File: src/sv/ccw_pkg.sv
// Shared types and constants for the character display cursor writer.
`default_nettype none

package ccw_pkg;

   localparam int ROW_COUNT_DEFAULT = 4;
   localparam int ROW_SLOTS         = 4;
   localparam int QUEUE_DEPTH       = 2;

   localparam int COL_W   = 6;
   localparam int ROW_W   = 2;
   localparam int BASE_W  = 7;
   localparam int BYTE_W  = 8;
   localparam int FLAGS_W = 3;
   localparam int WAIT_W  = 2;
   localparam int CSR_IDX_W  = 3;
   localparam int CSR_DATA_W = 7;

   localparam logic [CSR_IDX_W-1:0] CSR_COLUMNS   = 3'd0;
   localparam logic [CSR_IDX_W-1:0] CSR_ROW0_BASE = 3'd1;
   localparam logic [CSR_IDX_W-1:0] CSR_ROW1_BASE = 3'd2;
   localparam logic [CSR_IDX_W-1:0] CSR_ROW2_BASE = 3'd3;
   localparam logic [CSR_IDX_W-1:0] CSR_ROW3_BASE = 3'd4;

   localparam logic [COL_W-1:0]  COLUMNS_RESET   = 6'd20;
   localparam logic [BASE_W-1:0] ROW0_BASE_RESET = 7'h00;
   localparam logic [BASE_W-1:0] ROW1_BASE_RESET = 7'h40;
   localparam logic [BASE_W-1:0] ROW2_BASE_RESET = 7'h14;
   localparam logic [BASE_W-1:0] ROW3_BASE_RESET = 7'h54;

   localparam logic [1:0] REQ_TEXT    = 2'd0;
   localparam logic [1:0] REQ_COMMAND = 2'd1;
   localparam logic [1:0] REQ_SET_POS = 2'd2;

   localparam logic [BYTE_W-1:0] CHAR_NEWLINE     = 8'h0A;
   localparam logic [BYTE_W-1:0] CMD_CLEAR        = 8'h01;
   localparam logic [BYTE_W-1:0] CMD_HOME         = 8'h02;
   localparam logic [BYTE_W-1:0] CMD_SET_ADDR     = 8'h80;
   localparam logic [BYTE_W-1:0] CMD_DISP_MASK    = 8'hF8;
   localparam logic [BYTE_W-1:0] CMD_DISP_CTRL    = 8'h08;
   localparam logic [WAIT_W-1:0] CLEAR_WAIT_MS    = 2'd2;

   localparam logic RS_COMMAND = 1'b0;
   localparam logic RS_DATA    = 1'b1;

   typedef struct packed {
      logic               two_bytes;
      logic               rs0;
      logic [BYTE_W-1:0]  byte0;
      logic [WAIT_W-1:0]  wait0;
      logic [BYTE_W-1:0]  byte1;
      logic [COL_W-1:0]   pos_col;
      logic [ROW_W-1:0]   pos_row;
      logic [FLAGS_W-1:0] flags;
   } job_type;

endpackage

`default_nettype wire

File: src/sv/ccw_front.sv
// Front end: configuration registers, cursor tracking and byte job building.
`default_nettype none

module ccw_front import ccw_pkg::*; #(
   parameter int ROW_COUNT = ROW_COUNT_DEFAULT
) (
   input  wire logic                  clock,
   input  wire logic                  reset,
   input  wire logic                  csr_write,
   input  wire logic [CSR_IDX_W-1:0]  csr_index,
   input  wire logic [CSR_DATA_W-1:0] csr_wdata,
   input  wire logic                  accept,
   input  wire logic [1:0]            req_type,
   input  wire logic [BYTE_W-1:0]     req_byte_value,
   input  wire logic                  req_end_of_text,
   input  wire logic [COL_W-1:0]      req_target_col,
   input  wire logic [2:0]            req_target_row,
   output logic                       job_push,
   output job_type                    job
);

   logic [COL_W-1:0]  columns_ff;
   logic [BASE_W-1:0] base_ff [ROW_SLOTS];
   logic [COL_W-1:0]  col_ff, col_in;
   logic [ROW_W-1:0]  row_ff, row_in;
   logic              halted_ff, halted_in;
   logic              disp_on_ff, disp_on_in;
   logic              shown_ff, shown_in;
   logic              blink_ff, blink_in;

   logic [2:0]        row_next;
   logic              last_row;
   logic              cols_nz;
   logic [BYTE_W-1:0] wrap_cmd;
   logic [BASE_W-1:0] addr;
   logic              addr_hit;
   logic [ROW_W-1:0]  hit_row;
   logic [BASE_W-1:0] hit_off;
   logic [BASE_W-1:0] set_addr;
   logic              set_valid;
   logic              emit;

   always_comb begin
      row_next = {1'b0, row_ff} + 3'd1;
      last_row = row_next >= 3'(ROW_COUNT);
      cols_nz  = columns_ff != '0;
      wrap_cmd = CMD_SET_ADDR | {1'b0, base_ff[row_next[1:0]]};
      addr     = req_byte_value[BASE_W-1:0];
      set_addr = base_ff[req_target_row[1:0]] + {1'b0, req_target_col};
      set_valid = (req_target_col < columns_ff) && (req_target_row < 3'(ROW_COUNT));

      addr_hit = 1'b0;
      hit_row  = '0;
      hit_off  = '0;
      for (int r = ROW_COUNT - 1; r >= 0; r--) begin
         if ((addr >= base_ff[2'(r)]) &&
             ({1'b0, addr} < ({1'b0, base_ff[2'(r)]} + {2'b00, columns_ff}))) begin
            addr_hit = 1'b1;
            hit_row  = 2'(r);
            hit_off  = addr - base_ff[2'(r)];
         end
      end

      col_in     = col_ff;
      row_in     = row_ff;
      halted_in  = halted_ff;
      disp_on_in = disp_on_ff;
      shown_in   = shown_ff;
      blink_in   = blink_ff;
      emit       = 1'b0;
      job.two_bytes = 1'b0;
      job.rs0       = RS_COMMAND;
      job.byte0     = req_byte_value;
      job.wait0     = '0;
      job.byte1     = req_byte_value;

      case (req_type)
         REQ_TEXT: begin
            if (!halted_ff) begin
               if (req_byte_value == CHAR_NEWLINE || col_ff >= columns_ff) begin
                  if (last_row) begin
                     halted_in = 1'b1;
                  end else if (cols_nz) begin
                     emit          = 1'b1;
                     job.byte0     = wrap_cmd;
                     row_in        = row_next[1:0];
                     if (req_byte_value == CHAR_NEWLINE) begin
                        col_in = '0;
                     end else begin
                        job.two_bytes = 1'b1;
                        col_in        = 6'd1;
                     end
                  end
               end else begin
                  emit    = 1'b1;
                  job.rs0 = RS_DATA;
                  col_in  = col_ff + 6'd1;
               end
            end
            if (req_end_of_text) begin
               halted_in = 1'b0;
            end
         end
         REQ_COMMAND: begin
            emit = 1'b1;
            if (req_byte_value == CMD_CLEAR || req_byte_value == CMD_HOME) begin
               job.wait0 = CLEAR_WAIT_MS;
               col_in    = '0;
               row_in    = '0;
            end else if (req_byte_value[BYTE_W-1]) begin
               if (addr_hit) begin
                  row_in = hit_row;
                  col_in = hit_off[COL_W-1:0];
               end
            end else if ((req_byte_value & CMD_DISP_MASK) == CMD_DISP_CTRL) begin
               disp_on_in = req_byte_value[2];
               shown_in   = req_byte_value[1];
               blink_in   = req_byte_value[0];
            end
         end
         REQ_SET_POS: begin
            if (set_valid) begin
               emit      = 1'b1;
               job.byte0 = CMD_SET_ADDR | {1'b0, set_addr};
               col_in    = req_target_col;
               row_in    = req_target_row[1:0];
            end
         end
         default: begin
         end
      endcase

      job.pos_col = col_in;
      job.pos_row = row_in;
      job.flags   = {disp_on_in, shown_in, blink_in};
      job_push    = accept && emit;
   end

   always_ff @(posedge clock) begin
      if (reset) begin
         columns_ff <= COLUMNS_RESET;
         base_ff[0] <= ROW0_BASE_RESET;
         base_ff[1] <= ROW1_BASE_RESET;
         base_ff[2] <= ROW2_BASE_RESET;
         base_ff[3] <= ROW3_BASE_RESET;
         col_ff     <= '0;
         row_ff     <= '0;
         halted_ff  <= 1'b0;
         disp_on_ff <= 1'b1;
         shown_ff   <= 1'b0;
         blink_ff   <= 1'b0;
      end else begin
         if (csr_write) begin
            case (csr_index)
               CSR_COLUMNS:   columns_ff <= csr_wdata[COL_W-1:0];
               CSR_ROW0_BASE: base_ff[0] <= csr_wdata;
               CSR_ROW1_BASE: base_ff[1] <= csr_wdata;
               CSR_ROW2_BASE: base_ff[2] <= csr_wdata;
               CSR_ROW3_BASE: base_ff[3] <= csr_wdata;
               default: begin
               end
            endcase
         end
         if (accept) begin
            col_ff     <= col_in;
            row_ff     <= row_in;
            halted_ff  <= halted_in;
            disp_on_ff <= disp_on_in;
            shown_ff   <= shown_in;
            blink_ff   <= blink_in;
         end
      end
   end

endmodule

`default_nettype wire

File: src/sv/ccw_queue.sv
// Short job queue between the front end and the nibble sender.
`default_nettype none

module ccw_queue import ccw_pkg::*; (
   input  wire logic    clock,
   input  wire logic    reset,
   input  wire logic    push,
   input  wire job_type push_job,
   input  wire logic    pop,
   output logic         full,
   output logic         head_valid,
   output job_type      head_job
);

   localparam int PTR_W = (QUEUE_DEPTH > 1) ? $clog2(QUEUE_DEPTH) : 1;
   localparam int CNT_W = $clog2(QUEUE_DEPTH + 1);

   job_type            slot_ff [QUEUE_DEPTH];
   logic [PTR_W-1:0]   wr_ptr_ff, rd_ptr_ff;
   logic [CNT_W-1:0]   count_ff;

   assign full       = count_ff == CNT_W'(QUEUE_DEPTH);
   assign head_valid = count_ff != '0;
   assign head_job   = slot_ff[rd_ptr_ff];

   always_ff @(posedge clock) begin
      if (reset) begin
         wr_ptr_ff <= '0;
         rd_ptr_ff <= '0;
         count_ff  <= '0;
      end else begin
         if (push) begin
            wr_ptr_ff <= (wr_ptr_ff == PTR_W'(QUEUE_DEPTH - 1)) ? '0 : wr_ptr_ff + 1'b1;
         end
         if (pop) begin
            rd_ptr_ff <= (rd_ptr_ff == PTR_W'(QUEUE_DEPTH - 1)) ? '0 : rd_ptr_ff + 1'b1;
         end
         if (push && !pop) begin
            count_ff <= count_ff + 1'b1;
         end else if (pop && !push) begin
            count_ff <= count_ff - 1'b1;
         end
      end
   end

   always_ff @(posedge clock) begin
      if (push) begin
         slot_ff[wr_ptr_ff] <= push_job;
      end
   end

endmodule

`default_nettype wire

File: src/sv/ccw_back.sv
// Back end: splits each queued job into nibbles behind an output register.
`default_nettype none

module ccw_back import ccw_pkg::*; (
   input  wire logic        clock,
   input  wire logic        reset,
   input  wire logic        head_valid,
   input  wire job_type     head_job,
   output logic             head_pop,
   input  wire logic        rsp_pop,
   output logic             rsp_empty,
   output logic             rsp_register_select,
   output logic [3:0]       rsp_nibble,
   output logic [WAIT_W-1:0] rsp_extra_wait_ms,
   output logic             rsp_last,
   output logic [COL_W-1:0] rsp_pos_col,
   output logic [ROW_W-1:0] rsp_pos_row,
   output logic [FLAGS_W-1:0] rsp_display_flags
);

   logic [1:0]         idx_ff;
   logic               valid_ff;
   logic               load;
   logic               is_last;
   logic [3:0]         nib_in;
   logic               rs_in;
   logic [WAIT_W-1:0]  wait_in;

   always_comb begin
      load    = head_valid && (!valid_ff || rsp_pop);
      is_last = (idx_ff == 2'd1 && !head_job.two_bytes) || idx_ff == 2'd3;
      rs_in   = idx_ff[1] ? RS_DATA : head_job.rs0;
      wait_in = (idx_ff == 2'd1) ? head_job.wait0 : '0;
      case (idx_ff)
         2'd0:    nib_in = head_job.byte0[7:4];
         2'd1:    nib_in = head_job.byte0[3:0];
         2'd2:    nib_in = head_job.byte1[7:4];
         default: nib_in = head_job.byte1[3:0];
      endcase
      head_pop  = load && is_last;
      rsp_empty = !valid_ff;
   end

   always_ff @(posedge clock) begin
      if (reset) begin
         idx_ff   <= '0;
         valid_ff <= 1'b0;
      end else begin
         if (load) begin
            idx_ff   <= is_last ? 2'd0 : idx_ff + 2'd1;
            valid_ff <= 1'b1;
         end else if (rsp_pop) begin
            valid_ff <= 1'b0;
         end
      end
   end

   always_ff @(posedge clock) begin
      if (load) begin
         rsp_register_select <= rs_in;
         rsp_nibble          <= nib_in;
         rsp_extra_wait_ms   <= wait_in;
         rsp_last            <= is_last;
         rsp_pos_col         <= head_job.pos_col;
         rsp_pos_row         <= head_job.pos_row;
         rsp_display_flags   <= head_job.flags;
      end
   end

endmodule

`default_nettype wire

File: src/sv/char_lcd_cursor_writer.sv
// Top level of the character display cursor writer over a 4-bit bus.
//
//   port group  direction  handshake         contents
//   req_        in         req_push/req_full one request word
//   rsp_        out        rsp_empty/rsp_pop one nibble word
//   csr_        in         csr_write         register index and data
//
// The front end takes one request word per cycle while its two-entry job queue has room.
// The sender emits one nibble word per cycle while rsp_pop takes them, so each job yields
// two or four nibble words and a request that sends nothing is still taken at the request side.
// Reset is synchronous; a stalled rsp_ side fills the queue and then raises req_full.
`default_nettype none

module char_lcd_cursor_writer import ccw_pkg::*; #(
   parameter int ROW_COUNT = ROW_COUNT_DEFAULT
) (
   input  wire logic                  clock,
   input  wire logic                  reset,
   input  wire logic                  req_push,
   output logic                       req_full,
   input  wire logic [1:0]            req_type,
   input  wire logic [BYTE_W-1:0]     req_byte_value,
   input  wire logic                  req_end_of_text,
   input  wire logic [COL_W-1:0]      req_target_col,
   input  wire logic [2:0]            req_target_row,
   output logic                       rsp_empty,
   input  wire logic                  rsp_pop,
   output logic                       rsp_register_select,
   output logic [3:0]                 rsp_nibble,
   output logic [WAIT_W-1:0]          rsp_extra_wait_ms,
   output logic                       rsp_last,
   output logic [COL_W-1:0]           rsp_pos_col,
   output logic [ROW_W-1:0]           rsp_pos_row,
   output logic [FLAGS_W-1:0]         rsp_display_flags,
   input  wire logic                  csr_write,
   input  wire logic [CSR_IDX_W-1:0]  csr_index,
   input  wire logic [CSR_DATA_W-1:0] csr_wdata
);

   logic    accept;
   logic    job_push;
   job_type job;
   logic    head_valid;
   job_type head_job;
   logic    head_pop;

   assign accept = req_push && !req_full;

   ccw_front #(
      .ROW_COUNT(ROW_COUNT)
   ) u_front (
      .clock           (clock),
      .reset           (reset),
      .csr_write       (csr_write),
      .csr_index       (csr_index),
      .csr_wdata       (csr_wdata),
      .accept          (accept),
      .req_type        (req_type),
      .req_byte_value  (req_byte_value),
      .req_end_of_text (req_end_of_text),
      .req_target_col  (req_target_col),
      .req_target_row  (req_target_row),
      .job_push        (job_push),
      .job             (job)
   );

   ccw_queue u_queue (
      .clock      (clock),
      .reset      (reset),
      .push       (job_push),
      .push_job   (job),
      .pop        (head_pop),
      .full       (req_full),
      .head_valid (head_valid),
      .head_job   (head_job)
   );

   ccw_back u_back (
      .clock               (clock),
      .reset               (reset),
      .head_valid          (head_valid),
      .head_job            (head_job),
      .head_pop            (head_pop),
      .rsp_pop             (rsp_pop),
      .rsp_empty           (rsp_empty),
      .rsp_register_select (rsp_register_select),
      .rsp_nibble          (rsp_nibble),
      .rsp_extra_wait_ms   (rsp_extra_wait_ms),
      .rsp_last            (rsp_last),
      .rsp_pos_col         (rsp_pos_col),
      .rsp_pos_row         (rsp_pos_row),
      .rsp_display_flags   (rsp_display_flags)
   );

endmodule

`default_nettype wire

File: config.mk
export PLATFORM = sky130hd
export DESIGN_NAME = char_lcd_cursor_writer
export DESIGN_NICKNAME = d
export VERILOG_FILES = /design/src/sv/ccw_pkg.sv /design/src/sv/ccw_front.sv /design/src/sv/ccw_queue.sv /design/src/sv/ccw_back.sv /design/src/sv/char_lcd_cursor_writer.sv
export SDC_FILE = /design/constraint.sdc
export NUM_CORES = 1
export LEC_CHECK = 0
export BUFFER_PORTS_ARGS = -buffer_cell sky130_fd_sc_hd__buf_2
export CAP_MARGIN = 10
export CORE_MARGIN = 10
export CORE_UTILIZATION = 40
export DETAILED_ROUTE_END_ITERATION = 6
export GPL_ROUTABILITY_DRIVEN = 0
export GPL_TIMING_DRIVEN = 0
export HOLD_SLACK_MARGIN = 0.05
export SYNTH_ARGS = -nofsm -noshare
export SYNTH_HDL_FRONTEND = slang
export SYNTH_SLANG_ARGS = --single-unit
File: constraint.sdc
create_clock -name clock -period 6.2 [get_ports clock]
set_input_delay 0.31 -clock clock [delete_from_list [all_inputs] [get_ports clock]]
set_output_delay 0.31 -clock clock [all_outputs]
set_load 0.01 [all_outputs]
# --- Yosys cells after proc, flatten, opt, wreduce, memory -nomap -nowiden ---
# Memory sizes are Yosys's and may differ from the RTL's. A register that Yosys moved wholly into a read port is not among the register bits.
# Index checks and enable logic that the tools add are counted.
# Widths: inputs -> output; s select.
totals:
  ram_bits: 90
  out_inout_bits: 21
  word_cells: 198
  register_bits: 44
  n_memories: 2
  inputBits: 35
op_classes:
  bitwise_logic: 4
  magnitude_cmp: 12
  n_addsub: 16
  n_eq_ne: 14
  mux: 101
  n_reduce_logical: 30
mem_list:
  columns: ["memory", "depth", "width", "rd", "rd_clocked_by_memory_dff", "wr", "line", "source"]
  rows:
  - ["u_queue.slot_ff", 2, 31, 1, 1, 1, "ccw_queue.sv:18", "job_type slot_ff [QUEUE_DEPTH];"]
  - ["u_front.base_ff", 4, 7, 6, 0, 4, "ccw_front.sv:23", "logic [BASE_W-1:0] base_ff [ROW_SLOTS];"]
op_table:
  columns: ["op", "count"]
  rows:
  - ["$mux 6", 12]
  - ["$mux 1", 57]
  - ["$mux 2", 18]
  - ["$add 7x6->8", 4]
  - ["$lt 7x8->1", 4]
  - ["$mux 8", 4]
  - ["$ge 7x7->1", 4]
  - ["$mux 7", 4]
  - ["$sub 6x6->6", 4]
  - ["$pmux 6 s3", 1]
  - ["$pmux 8 s2", 1]
  - ["$logic_and 1x1->1", 12]
  - ["$pmux 4 s3", 1]
  - ["$mux 10", 1]
  - ["$eq 2x2->1 const B", 4]
  - ["$eq 8x1->1 const B", 1]
  - ["$eq 8x2->1 const B", 1]
  - ["$eq 8x4->1 const B", 1]
  - ["$add 7x6->7", 1]
  - ["$add 6x1->6 const B", 1]
  - ["$eq 3x2->1 const B", 2]
  - ["$ge 6x6->1", 1]
  - ["$lt 6x6->1", 1]
  - ["$pmux 2 s3", 1]
  - ["other kinds (19)", 36]

# --- Depth between registers and ports, before layout ---
# Gate-level depths: netlist of the first run.
# An unclocked memory read counts as a cell.
depth:
  depth_word: 12
  depth_mapped: 18
  mapped_depth_nobuf: 17

# --- By module ---
# A second synthesis of the first run with hierarchy kept.
unflattened:
  hier_cells: 936
  area_unflattened_um2: 9798.1
by_module_without_submodules:
  columns: ["module", "cells_per_inst", "instances", "seq_area_each_um2", "area_per_inst_um2"]
  rows:
  - ["ccw_front", 756, 1, 1201.2, 6431.2]
  - ["ccw_queue", 118, 1, 1961.9, 2436.1]
  - ["ccw_back", 61, 1, 630.6, 917.1]
  - ["char_lcd_cursor_writer", 1, 1, 0.0, 13.8]

# --- Worst setup path after synthesis of the first run ---
# Ideal clock, no wire load.
synth_timing:
  kind: "reg2reg"
  start: "memory u_front.base_ff[2][0]"
  end: "memory u_queue.slot_ff[0][9] in the netlist's numbering, data pin"
  arrival_ps: 3768
  setup_slack_ps: 2156
  stages_incl_launch_ff: 17
  t_required_ps: 5923
  n_path_buf: 0
  setup_time_ps: 277
  period_less_slack_ps: 4044
  path_cell_list: "edfxtp_1 -> ha_1 -> fa_1 -> a21o_1 -> a21oi_1 -> o21bai_1 -> a21oi_1 -> xnor2_1 -> ha_1 -> and3_1 -> a221o_1 -> a31o_2 -> a22oi_2 -> a2111o_1 -> nand2_1 -> o32ai_1 -> a21oi_1"
synth_rtl:
  columns: ["item", "line"]
  rows:
  - ["start: declaration", "ccw_front.sv:23"]
  - ["end: declaration", "ccw_queue.sv:18"]

==> run_results.csv, run 1 <==
group,metric,value,unit
outcome,status,"finished, final reports clean",
setup_path,crit_buf_inv,1,
setup_path,r2r_cells,16,
yosys,avgSynthCellArea,10.3,um^2
sta,fin_crit_sh,81.0,%
clock_network,cts_tree,"built",
setup_path,cp_slowest_cell,"dfxtp_1",
yosys,synthesis.area,9760,um^2
clock_network,cts_sinks,132,
cells_and_area,regArea,3700,um^2
pwr,combinationalPowerShare,29.0,%
grt,grt_first_pass_wirelength,42.6,mm
cells_and_area,fill_cells,2284,
grt,grt_max_degree,31,
yosys,synth_top_area_share,32.6,%
detailed_routing,drc,0,
floorplanning,die_w,176,um
setup_path,cp_cell_sequence,"inv_1 -> fa_1 -> nor2b_1 -> o21ai_0 -> nand2b_1 -> a21o_1 -> a21oi_1 -> xnor2_1 -> ha_1 -> or3_1 -> a221oi_1 -> o32ai_2 -> nor2_1 -> a221oi_1 -> o31ai_1 -> a22oi_1",
cells_and_area,drive_gt1_share,14.8,%
yosys,synth_largest_area_cell,"edfxtp_1",
setup_path,cp_top_family,"compound AO/OA/AOI/OAI gates",
floorplanning,coreArea,24200,um^2
placement,dp_slack,1280,ps
clock_network,cts_buffers,17,
cells_and_area,diodes,0,
clock_network,clock_latency,420,ps
pwr,p_per_area,265,nW/um^2
detailed_routing,routed_via_density,5.77,
detailed_routing,vias,7804,
yosys,synth_warnings,0,
clock_network,clk_pin_slew,60,ps
sta,maxSlewViolCount,0,
sta,hold_viol_final,0,
floorplanning,rows,57,
grt,grt_pass1_vias,7458,
cells_and_area,design_area,11000,um^2
setup_path,critical_path.max_stage_delay,620,ps
setup_path,arrival,5160,ps
worst_hold_path,hp-class,"input port to flop",
placement,place_area,10400,um^2
clock_network,cts.htree.levels,4,
detailed_routing,wl_per_cell,20.6,um
yosys,ys_ff_latch,132,
yosys,yosysUniqueCellTypes,80,
worst_hold_path,holdPathStages,2,
pwr,swShare,33.2,%
setup_path,critPathKind,"flop to flop",
sta,tns,0,ps
sta,finalSetupViolCount,0,
yosys,synth.most_common_cell,"edfxtp_1",
yosys,ys.flop_type,"edfxtp_1",
grt,grt_usage,17.7,%
setup_path,path_common_cell,"a221oi_1",
sta,post-route-min-period,5020,ps
clock_network,cts_resized,0,
yosys,synth_commonest_cells,"106 x edfxtp_1, 100 x ha_1, 71 x inv_1",
setup_path,cp-start-kind,"flop",
cells_and_area,multi_input_area,5640,um^2
yosys,ys_async_sr_fraction,0,%
yosys,synth_nets,1089,
sta,fin_skew,9.95,ps
pwr,p_switching,971,uW
floorplanning,dieArea,31100,um^2
clock_network,postCtsSetupBuffers,0,
cells_and_area,nets,1159,
yosys,ys_top_cells_by_area,"edfxtp_1 33%, ha_1 13%, dfxtp_1 5.3%",
pwr,seq_power_share,38.1,%
setup_path,path_depth,16,
setup_path,cp_data_required_time,6340,ps
sta,rsz0062_at_grt,"false",
detailed_routing,postRouteAntennaNets,0,
worst_hold_path,hold_start,"req_end_of_text",
pwr,ir_drop,0.158,mV
yosys,seq_area_frac_synth,37.9,%
setup_path,end_kind,"flop",
setup_path,crit_start,"u_front.columns_ff[1]",
setup_path,rrSetupSlack,1180,ps
grt,antenna_found_initial,0,
cells_and_area,area.growth.synth_to_final,12.9,%
sta,final.setup.worst_slack,1180,ps
clock_network,cts_buffer_depth,2,
floorplanning,start_util,40.4,%
setup_path,r2r_start,"u_front.columns_ff[1]",
detailed_routing,drt_iter0_drc,926,
sta,worst_slew_pin_slew,1080,ps
detailed_routing,first_pass_iters,6,
pwr,p_int,1950,uW
detailed_routing,finalWirelength,27.8,mm
pwr,pwr-share-clk,32.9,%
grt,grt_overflow,0,
pwr,power_leakage,0.00438,uW
sta,relSlewSlack,27.1,%
yosys,synthCells,945,
yosys,synth-edff-count,106,
floorplanning,ios,56,
floorplanning,fp.dieH,176,um
placement,dp_hpwl,21.1,mm
job,drv_cap,0,
sta,max_freq,199,MHz
placement,io_buffers,49,
clock_network,cts_root_buf,"clkbuf_16",
setup_path,worst-path-max-fanout,8,
clock_network,cts_hold_buf,0,
sta,whs,60.1,ps
-- per-stage QoR --
step           utilization (%)  power (uW)  std cells
6_report                  45.6        2920       1352
4_1_cts                   45.5        2920       1351
3_5_place_dp              43.2        1960       1319
2_1_floorplan                -        1700        945
3_3_place_gp              43.1        1950       1318
5_1_grt                   45.6        3070       1352
-- layout make-up --
class                           count  area share, %
Buffer                             32           1.35
Clock buffer                       19           3.93
Clock inverter                     13           1.13
Inverter                           71           2.42
Multi-Input combinational cell    710           51.2
Sequential cell                   132           33.6
Tap cell                          324           3.68
Timing Repair Buffer               51           2.72
-- cell usage in the layout, fill, tap and decap left out, types with 8 or more instances in the layout --
master       n
clkbuf_16   17
nand2_1     49
xnor2_1     23
mux2_2      16
nand2b_1    21
a21oi_1     66
ha_1       100
nor2_1      66
buf_2       54
a31oi_1     14
nor3_1      13
clkbuf_1    22
o21ai_0     47
nand3_1     19
a21o_1      19
edfxtp_1   106
inv_1       71
xor2_1      20
o21bai_1     8
and2_1      26
nand4_1      8
dfxtp_1     26
a222oi_1     8
o21a_1       8
mux4_2      18
fa_1         9
a211oi_1    12
nor2b_1     14
-- cells by family (layout without fill, tap and decap cells) --
| kind of cell | Yosys count | in the layout | share of synthesized area (%) |
|---|---|---|---|
| other cells | 1 | 1 | 0.0384 |
| simple gates | 244 | 244 | 12.7 |
| buf+inv | 103 | 186 | 4.26 |
| fa+ha+maj | 109 | 109 | 14.7 |
| compound gates | 272 | 272 | 19.8 |
| xor+xnor | 43 | 43 | 3.86 |
| flops | 132 | 132 | 37.9 |
| mux | 41 | 41 | 6.72 |
-- worst register-to-register path: stages (launching register included) --
cell and delay, ps:
dfxtp_1 620, inv_1 300, fa_1 510, nor2b_1 120
o21ai_0 80, nand2b_1 120, a21o_1 130, a21oi_1 80
xnor2_1 140, ha_1 190, or3_1 370, a221oi_1 460
o32ai_2 260, nor2_1 420, a221oi_1 200, o31ai_1 530
a22oi_1 200
-- power by group through the flow --
stage	sequential, uW	clock, uW	combinational, uW
after global placement	1130	0	822
after floorplan	1120	0	581
final	1110	962	849
after global routing	1120	1010	935
after CTS	1110	968	835
after detailed placement	1130	0	830
-- layer usage --
| layer | vias to the layer above | wire (um) | track usage (%) |
|---|---|---|---|
| met5 | - | 0 | 0 |
| met4 | 0 | 838 | 6.43 |
| met3 | 63 | 1910 | 3.67 |
| met2 | 332 | 12600 | 28.1 |
| met1 | 3677 | 12400 | 23.3 |
| li1 | 3732 | - | - |
-- path summary, 6_finish.rpt --
kind                                              end
worst min-delay path                u_front.halted_ff
worst min register to register     u_front.disp_on_ff
worst max register to register  u_queue.slot_ff[0][8]
worst max-delay path            u_queue.slot_ff[0][8]
-- state kept, by name (all words and copies together) (netlist names), 2 cells and up, named ones only --
register	cells
u_queue.slot_ff	60
u_front.base_ff	28
u_back.rsp_pos_col	6
u_front.col_ff	6
u_front.columns_ff	6
u_back.rsp_nibble	4
u_back.rsp_display_flags	3
u_back.idx_ff	2
u_back.rsp_pos_row	2
u_front.row_ff	2
u_queue.count_ff	2
(Power assumes the default switching activity.)
==> run 2: changes to the inputs <==
==> constraint.sdc (replaced) <==
create_clock -name clock -period 4.6 [get_ports clock]
set_input_delay 0.23 -clock clock [delete_from_list [all_inputs] [get_ports clock]]
set_output_delay 0.23 -clock clock [all_outputs]
set_load 0.01 [all_outputs]
==> run 2 against run 1 <==
The flow now finishes with violations (design-rule violations). Clock skew rose by 1.6 ps. Total power rose by 37%. Combinational power rose by 41%. Critical path depth rose by 1. Setup slack got worse by 950 ps. Routed wire length rose by 0.16%. Critical endpoint is now u_queue.slot_ff[0][6]. Largest cell class unchanged. Largest power group unchanged.
==> run_results.csv, run 2 (synthesis results as in run 1) <==
group,metric,value,unit
outcome,status,"complete, but fails checks",
outcome,violations,"design-rule violations",
floorplanning,ios,56,
setup_path,cp_slowest_cell,"edfxtp_1",
placement,dp_hpwl,21.1,mm
setup_path,critical_path.max_stage_delay,450,ps
detailed_routing,vias,7900,
grt,grt_pass1_vias,7501,
sta,post-route-min-period,4370,ps
floorplanning,rows,57,
grt,grt_usage,17.7,%
setup_path,critPathKind,"flop to flop",
floorplanning,fp.dieH,176,um
setup_path,arrival,4520,ps
detailed_routing,wl_per_cell,20.5,um
cells_and_area,final_cell_mix,"106 x edfxtp_1, 100 x ha_1, 71 x inv_1",
floorplanning,coreArea,24200,um^2
clock_network,cts_tree,"built",
placement,io_buffers,49,
sta,max_freq,229,MHz
setup_path,cp_top_family,"compound AO/OA/AOI/OAI gates",
placement,dp_slack,-320,ps
floorplanning,dieArea,31100,um^2
cells_and_area,area.growth.synth_to_final,14.9,%
grt,antenna_found_initial,0,
detailed_routing,drc,2,
detailed_routing,first_pass_iters,7,
cells_and_area,layout_commonest_cell,"edfxtp_1",
worst_hold_path,hp-class,"input port to flop",
sta,hold_viol_final,0,
sta,fin_crit_sh,95.0,%
grt,grt_overflow,0,
sta,rsz0062_at_grt,"false",
clock_network,cts_sinks,132,
floorplanning,die_w,176,um
cells_and_area,nets,1167,
clock_network,cts_buffers,17,
cells_and_area,drive_gt1_share,16.9,%
cells_and_area,top_regs,"u_queue.slot_ff: 60 flops, u_front.base_ff: 28 flops",
detailed_routing,finalWirelength,27.8,mm
pwr,ir_drop,0.213,mV
setup_path,worst-path-max-fanout,7,
setup_path,cp_data_required_time,4750,ps
detailed_routing,routed_via_density,5.81,
pwr,power_leakage,0.00443,uW
setup_path,end_kind,"flop",
clock_network,cts_buffer_depth,2,
setup_path,cp-start-kind,"flop",
setup_path,cp_cell_sequence,"ha_1 -> fa_1 -> a21o_1 -> a21oi_2 -> o21bai_1 -> a21oi_1 -> xnor2_1 -> ha_1 -> and3_1 -> a221o_1 -> a31o_2 -> a22oi_2 -> buf_4 -> a2111oi_4 -> a211o_1 -> a211oi_2 -> a21oi_1",
cells_and_area,diodes,0,
pwr,p_total,4000,uW
setup_path,crit_buf_inv,1,
floorplanning,start_util,40.4,%
detailed_routing,drt_iter0_drc,754,
clock_network,clock_latency,420,ps
cells_and_area,regMostFlops,"u_queue.slot_ff",
detailed_routing,postRouteAntennaNets,0,
clock_network,clk_pin_slew,60,ps
pwr,p_per_area,356,nW/um^2
sta,final.setup.worst_slack,228,ps
sta,worst_slew_pin_slew,1060,ps
job,drv_cap,0,
cells_and_area,largest_reg_flops,60,
sta,finalSetupViolCount,0,
clock_network,cts.htree.levels,4,
grt,grt_max_degree,31,
grt,grt_first_pass_wirelength,42.7,mm
clock_network,cts_root_buf,"clkbuf_16",
sta,maxSlewViolCount,0,
sta,fin_skew,11.6,ps
sta,relSlewSlack,28.7,%
[run 2: changes by cell type in the layout (fill, tap and decap cells not counted), moves of 3 or more]
cell	delta
dlygate4sd3_1	+3
a21oi_1	-3
buf_4	+4
a21oi_2	+3
[run 2: layout make-up]
type	instances	area [um^2]
Fill cell	2267	13000
Clock inverter	13	125
Tap cell	324	405
Inverter	71	267
Multi-Input combinational cell	710	5750
Clock buffer	19	433
Sequential cell	132	3710
Timing Repair Buffer	59	380
Buffer	32	149
[run 2: timing repair]
item	CTS	global route
gates resized for setup	8	14
hold endpoints to repair	5	0
buffers inserted	1	4
setup endpoints to repair	17	23
hold buffers	3	0
pin swaps	1	4
[run 2: per-layer routing]
layer | vias to the layer above | routed length, um | GRT usage (%)
li1 | 3755 | - | -
met1 | 3713 | 12500 | 23.4
met2 | 364 | 12700 | 28.0
met3 | 68 | 1850 | 3.63
met4 | 0 | 833 | 6.71
met5 | - | 0 | 0
[run 2: worst reg2reg max path, cell delays in order, from the launching register on]
cell and delay (ps):
edfxtp_1 450, ha_1 260, fa_1 410, a21o_1 190
a21oi_2 170, o21bai_1 80, a21oi_1 170, xnor2_1 140
ha_1 260, and3_1 200, a221o_1 290, a31o_2 260
a22oi_2 180, buf_4 180, a2111oi_4 80, a211o_1 310
a211oi_2 370, a21oi_1 110
[run 2: path summary, 6_finish.rpt]
path                         startpoint                     to  slack (ps)  cells past startpoint
setup / recovery  u_front.base_ff[2][0]  u_queue.slot_ff[0][6]         230                     17
setup reg to reg  u_front.base_ff[2][0]  u_queue.slot_ff[0][6]         230                     17
hold / removal             csr_wdata[2]  u_front.columns_ff[2]         100                      2
hold reg to reg      u_front.disp_on_ff     u_front.disp_on_ff         480                      2
[run 2: power by group]
group          total, uW  switching (uW)  internal [uW]
registers           1500            70.8           1430
logic               1200             719            482
clock network       1300             546            751
total               4000            1340           2660
[run 2: stage by stage]
| stage | instance area [um^2] | hold slack [ps] | cells | util, % | setup TNS [ps] |
|---|---|---|---|---|---|
| after global placement | 10400 | 414 | 1318 | 43.1 | -3150 |
| after detailed placement | 10400 | 417 | 1319 | 43.2 | -2660 |
| after CTS | 11100 | 92.6 | 1355 | 45.8 | 0 |
| final | 11200 | 101 | 1360 | 46.4 | 0 |
| after global routing | 11200 | 103 | 1360 | 46.4 | 0 |
| after floorplan | 9760 | 327 | 945 | - | 0 |
==> run 3: changes to the inputs <==
--- a/config.mk
+++ b/config.mk
@@ -13,6 +13,7 @@
 export GPL_ROUTABILITY_DRIVEN = 0
 export GPL_TIMING_DRIVEN = 0
 export HOLD_SLACK_MARGIN = 0.05
+export REMOVE_ABC_BUFFERS = 1
 export SYNTH_ARGS = -nofsm -noshare
 export SYNTH_HDL_FRONTEND = slang
 export SYNTH_SLANG_ARGS = --single-unit
==> run 3 against run 2 <==
Sequential share of layout area increased by 0.32 points. Via count decreased by 2.3%. Routed wire length decreased by 2.1%. Clock power increased by 7%. Final area decreased by 0.96%. Highest routed layer unchanged. The flow now finishes without violations.
==> run_results.csv, run 3 (synthesis results as in run 1) <==
group,metric,value,unit
sta,maxSlewViolCount,0,
cells_and_area,area.growth.synth_to_final,13.8,%
cells_and_area,drive_gt1_share,16.8,%
detailed_routing,postRouteAntennaNets,0,
setup_path,arrival,4560,ps
clock_network,clk_pin_slew,70,ps
cells_and_area,diodes,0,
floorplanning,die_w,176,um
setup_path,crit_buf_inv,2,
floorplanning,ios,56,
placement,dp_slack,-389,ps
setup_path,critical_path.max_stage_delay,420,ps
sta,relSlewSlack,26.4,%
cells_and_area,final_cell_mix,"106 x edfxtp_1, 100 x ha_1, 71 x inv_1",
floorplanning,rows,57,
setup_path,critPathKind,"flop to flop",
sta,fin_skew,13.5,ps
pwr,p_per_area,366,nW/um^2
cells_and_area,top_regs,"u_queue.slot_ff: 60 flops, u_front.base_ff: 28 flops",
placement,place_area,10300,um^2
cells_and_area,layout_commonest_cell,"edfxtp_1",
sta,worst_slew_pin_slew,1090,ps
job,drv_cap,0,
floorplanning,start_util,40.4,%
cells_and_area,nets,1140,
clock_network,cts_buffer_depth,2,
sta,fin_crit_sh,95.6,%
grt,grt_first_pass_wirelength,42.5,mm
detailed_routing,first_pass_iters,5,
clock_network,cts.htree.levels,4,
pwr,p_total,4060,uW
floorplanning,fp.dieH,176,um
outcome,status,"finished, final reports clean",
detailed_routing,drc,0,
floorplanning,coreArea,24200,um^2
cells_and_area,design_area,11100,um^2
sta,final.setup.worst_slack,205,ps
worst_hold_path,hp-class,"input port to flop",
sta,post-route-min-period,4400,ps
setup_path,cp_cell_sequence,"ha_1 -> fa_1 -> a21o_1 -> a21oi_2 -> o21bai_1 -> a21oi_1 -> xnor2_1 -> ha_1 -> and3_1 -> a221o_1 -> a31o_2 -> a22oi_2 -> buf_4 -> buf_4 -> a2111oi_4 -> a211o_1 -> a211oi_4 -> a21oi_1",
clock_network,cts_tree,"built",
floorplanning,dieArea,31100,um^2
sta,hold_viol_final,0,
grt,grt_overflow,0,
grt,grt_pass1_vias,7410,
sta,finalSetupViolCount,0,
cells_and_area,post-route-util,45.9,%
setup_path,cp_slowest_cell,"fa_1",
detailed_routing,routed_via_density,5.79,
cells_and_area,largest_reg_flops,60,
detailed_routing,finalWirelength,27.3,mm
setup_path,cp-start-kind,"flop",
clock_network,cts_sinks,132,
setup_path,cp_top_family,"compound AO/OA/AOI/OAI gates",
pwr,power_leakage,0.00441,uW
sta,max_freq,228,MHz
pwr,ir_drop,0.183,mV
setup_path,worst-path-max-fanout,8,
sta,tns,0,ps
grt,grt_usage,17.6,%
cells_and_area,regMostFlops,"u_queue.slot_ff",
detailed_routing,drt_iter0_drc,641,
clock_network,clock_latency,440,ps
grt,antenna_found_initial,0,
placement,dp_hpwl,20.4,mm
grt,grt_max_degree,35,
clock_network,cts_buffers,17,
detailed_routing,wl_per_cell,20.4,um
setup_path,end_kind,"flop",
clock_network,cts_root_buf,"clkbuf_16",
detailed_routing,vias,7715,
setup_path,cp_data_required_time,4770,ps
placement,io_buffers,54,
-- run 3: cell count changes in the layout (fill, tap and decap cells not counted), sizes merged --
cell / delta
clkbuf: -22
dlygate4sd3: -2
clkinv: +1
buf: -5
clkinvlp: -2
inv: +3
-- run 3: path summary, 6_finish.rpt --
| check | start | to | slack, ps | cells after the start |
|---|---|---|---|---|
| worst min register to register | u_front.disp_on_ff | u_front.disp_on_ff | 490 | 2 |
| worst max register to register | u_front.columns_ff[0] | u_queue.slot_ff[0][6] | 200 | 18 |
| worst min-delay path | rsp_pop | u_back.valid_ff | 80 | 3 |
| worst max-delay path | u_front.columns_ff[0] | u_queue.slot_ff[0][6] | 200 | 18 |
-- run 3: layout make-up --
class	count	area, um^2
multi-input combinational	710	5720
clock inverter	15	180
tap	324	405
clock buffer	17	425
timing repair buffer	64	400
sequential	132	3710
inverter	71	267
fill	2265	13100
-- run 3: repair_timing --
action / in CTS / in global routing
endpoints found under the setup margin: 15 / 17
endpoints found under the hold margin: 1 / 0
gates resized for setup: 10 / 9
hold buffers: 1 / 0
pin swaps: 1 / 3
setup buffers: 3 / 4
-- run 3: power breakdown --
group          internal (uW)  total (uW)  switching [uW]
sequential              1430        1510            84.7
clock                    777        1390             616
combinational            475        1160             684
-- run 3: tightest hold or removal path, cell delays in order --
cell and delay, ps:
buf_2 70, nand2b_1 100, a21oi_1 60
-- run 3: layer usage --
metal | vias to the layer above | track usage [%] | share of wire, %
met2 | 311 | 27.5 | 46
met4 | 0 | 8.02 | 3.5
met5 | - | 0 | 0
met1 | 3639 | 23.2 | 45
met3 | 70 | 3.08 | 5.8
li1 | 3695 | - | -
-- run 3: through the flow --
step | hold WS, ps | instances
4_1_cts | 69.3 | 1328
6_report | 81.1 | 1333
3_3_place_gp | 417 | 1291
5_1_grt | 106 | 1333
3_5_place_dp | 420 | 1292
2_1_floorplan | 296 | 913
